File: src/hw/rtl/ftb_ram.sv
// Generic single-port RAM with registered read.
// Depends on nothing.
`timescale 1ns / 1ps
module ftb_ram #(
	parameter int WIDTH = 8,
	parameter int DEPTH = 16
) (
	input  logic                     clk,
	input  logic                     we,
	input  logic [$clog2(DEPTH)-1:0] addr,
	input  logic [WIDTH-1:0]         wdata,
	output logic [WIDTH-1:0]         rdata
);
	logic [WIDTH-1:0] mem_q [DEPTH];

	always_ff @(posedge clk) begin
		if (we) mem_q[addr] <= wdata;
		rdata <= mem_q[addr];
	end
endmodule
File: config.mk
export PLATFORM = sky130hd
export DESIGN_NAME = ftb_ram
export DESIGN_NICKNAME = d
export VERILOG_FILES = /design/src/hw/rtl/ftb_ram.sv
export SDC_FILE = /design/constraint.sdc
export NUM_CORES = 1
export LEC_CHECK = 0
export BUFFER_PORTS_ARGS = -buffer_cell sky130_fd_sc_hd__buf_2
export CORE_MARGIN = 2
export CORE_UTILIZATION = 30
export DETAILED_ROUTE_END_ITERATION = 10
export GPL_ROUTABILITY_DRIVEN = 0
export SYNTH_ARGS = -nofsm -noshare
export SYNTH_HDL_FRONTEND = slang
export SYNTH_SLANG_ARGS = --single-unit
File: constraint.sdc
create_clock -name clk -period 2.2 [get_ports clk]
set_input_delay 0.44 -clock clk [delete_from_list [all_inputs] [get_ports clk]]
set_output_delay 0.44 -clock clk [all_outputs]
set_load 0.01 [all_outputs]
==> flow_summary.toml <==
[synth]
yosysSeqAreaShare_pct = 79.0
synthTopCellsByArea = "edfxtp_1 (76%), mux4_2 (14%), dfxtp_1 (3.2%), a22oi_1 (2.4%), nor2_1 (0.96%)"
synth_compound_area_share_pct = 2.37
synthCells = 230
ys_seq_elements = 136
synth-simple-area-share_pct = 3.21
synthArstFlopShare_pct = 0
synth-xor-area-share_pct = 0
yosys_warnings = 0
syn_nets = 244
synth_area_sq_um = 5070
synth_edf_count = 128
yosysTopAreaCell = "edfxtp_1"
synthDistinctLibCells = 18
yosysMostFrequentCell = "edfxtp_1"
ys_top_cells_by_count = "edfxtp_1 (128), mux4_2 (32), a22oi_1 (16)"
netlist.area_leader.share_pct = 75.9
synth_top_family_by_area = "multiplexers"
muxShareOfSynthArea_pct = 14.2
synth_area_per_cell_sq_um = 22.0
synth_flop_cell = "edfxtp_1"
synth_adder_area_share_pct = 0

[cts]
cts-root-buf = "clkbuf_16"
cts_max_path_buffers = 2
cts_buffers = 17
cts.sinks = 136
cts_setup_buffers = 0
cts_resized = 0
htree_num_levels = 4
cts_tree = "built"
worstSkewPairLatency_ps = 420
path_clk_slew_ps = 60
cts_hold_buf = 0

[placement]
hpwl_um = 6470
dpl_cell_area_sq_um = 5610
port_buffers = 21

[power]
combPwrFrac_pct = 4.6
ir_drop_mv = 0.523
p_clk_share_pct = 47.0
switching_share_pct = 20.5
internal_power_mw = 4.80
power_frac_seq_pct = 48.3
switching_power_mw = 1.24
power.leakage_nw = 2.05
p_per_area_nw_per_um2 = 972

[sta]
worst_clock_skew_ps = 15.7
fin_setup_tns_ps = 0
fmax_ghz = 0.687
setup_viol = 0
fin_crit_sh_pct = 66.2
tightest_slew_ps = 752
final.min_clock_period_ps = 1460
timing.slew.headroom_pct = 49.7
rsz0062_at_grt = "no"
hold_viol = 0
finalMaxSlewViolations = 0

[finish]
multi_input_comb_area_sq_um = 1000
nNetsFinal = 299
layout-drive-gt1-share_pct = 37.6
seq_area_sq_um = 4000
design_area_sq_um = 6210
fin_util_pct = 37.6
area_growth_pct = 22.6
diodes = 0
fillCellCount = 1481

[grt]
grt_max_degree = 40
globalRouteMet3Util_pct = 3.55
grt_overflow = 0
grt_first_pass_wirelength_um = 16100
antenna_found_initial = 0
met1_usage_pct = 17.8
grt-busiest-layer = "met2"
grt_pass1_vias = 2579
track_usage_pct = 12.6
met2_usage_pct = 18.4

[die]
floorplan.rows = 47
die_width_um = 134
initial_core_util_pct = 30.7
dieArea_sq_um = 17900
coreArea_sq_um = 16500
io_pins = 22
die_h_um = 134

[status]
status = "complete, no violations"

[detailed_routing]
drt_iter0_drc = 210
antenna_left = 0
viasPerCell = 4.63
dr.pass1.iters = 5
vias = 2399
drc_errors = 0
totalWireLength_um = 10200
wire_per_inst_um = 19.6

[worst_setup_path]
critPathLaunchType = "input pin"
cp_slowest_stage_delay_ps = 560
slowest_stage = "mux4_2"
critPathMaxFanout = 14
end_kind = "flop"
arrival_ps = 1750
crit_type = "input pin to flop"
path_cells = "buf_2 -> buf_4 -> mux4_2 -> a22oi_1 -> nand2_1"
crit_required_ps = 2500

[run]
max_cap_viol_count = 0

[worst_hold_path]
min_path_type = "input pin to flop"
layout by cell type (no fill, tap or decap), drive strengths merged:
cell | synthesis | final
nand3b | 2 | 2
nand3 | 1 | 1
nor2b | 2 | 2
edfxtp | 128 | 128
nor3 | 4 | 4
buf | 8 | 47
bufinv | 0 | 3
and2 | 1 | 1
nand2 | 9 | 9
nand2b | 2 | 2
a22oi | 16 | 16
nor2 | 13 | 13
clkinv | 0 | 7
or3b | 1 | 1
dfxtp | 8 | 8
mux4 | 32 | 32
inv | 0 | 1
clkinvlp | 0 | 4
clkbuf | 3 | 17
worst max-delay path: cells and delay by family:
kind,cells,cell delay (ps)
and+or+nand+nor,1,80
AOI/OAI and AO/OA,1,270
buffers and inverters,2,410
muxes,1,560
per-layer routing:
| metal | wire length, um | part of all wire (%) |
|---|---|---|
| met5 | 0 | 0 |
| met1 | 4670 | 46 |
| met3 | 633 | 6.2 |
| met2 | 4810 | 47 |
| met4 | 61 | 0.60 |
logic make-up (layout without fill, tap and decap cells):
logic type,count (synthesis),count (layout)
muxes,32,32
AOI/OAI and AO/OA,16,16
buffers and inverters,11,79
and+or+nand+nor,35,35
DFF,136,136
state kept, by name, indices dropped and copies added (netlist names):
name and flops:
mem_q 128, rdata 8
power by group through the flow:
stage	combinational [mW]	clock [mW]	sequential, mW
after floorplan	0.149	0	2.97
after global placement	0.282	0	2.97
after detailed placement	0.286	0	2.97
after CTS	0.288	2.90	2.92
after global routing	0.310	3.02	2.92
final	0.281	2.84	2.92
metrics by stage:
step / std cells / hold slack (ps) / power, mW / setup slack [ps]
after global routing: 518 / 414 / 6.25 / 618
after CTS: 518 / 394 / 6.10 / 710
after global placement: 486 / 661 / 3.25 / 296
after detailed placement: 486 / 674 / 3.26 / 300
after floorplan: 230 / 539 / 3.12 / 267
final: 518 / 399 / 6.04 / 744
worst paths after layout:
| check | from | end | slack, ps | cells past startpoint |
|---|---|---|---|---|
| max | addr[0] | rdata[6]$_DFF_P_ | 740 | 5 |
| min | wdata[2] | mem_q[4][2]$_DFFE_PP_ | 400 | 1 |
| max reg2reg | mem_q[3][5]$_DFFE_PP_ | rdata[5]$_DFF_P_ | 850 | 3 |
| min reg2reg | mem_q[13][6]$_DFFE_PP_ | rdata[6]$_DFF_P_ | 690 | 3 |
layout make-up:
cell class | count | area share [%]
flip-flops and latches | 136 | 64.5
multi-input cells | 83 | 16.2
clock buffers | 17 | 6.85
repair buffers | 47 | 5.24
well taps | 220 | 4.43
clock inverters | 15 | 2.88
Power figures use the tool's default switching activity.
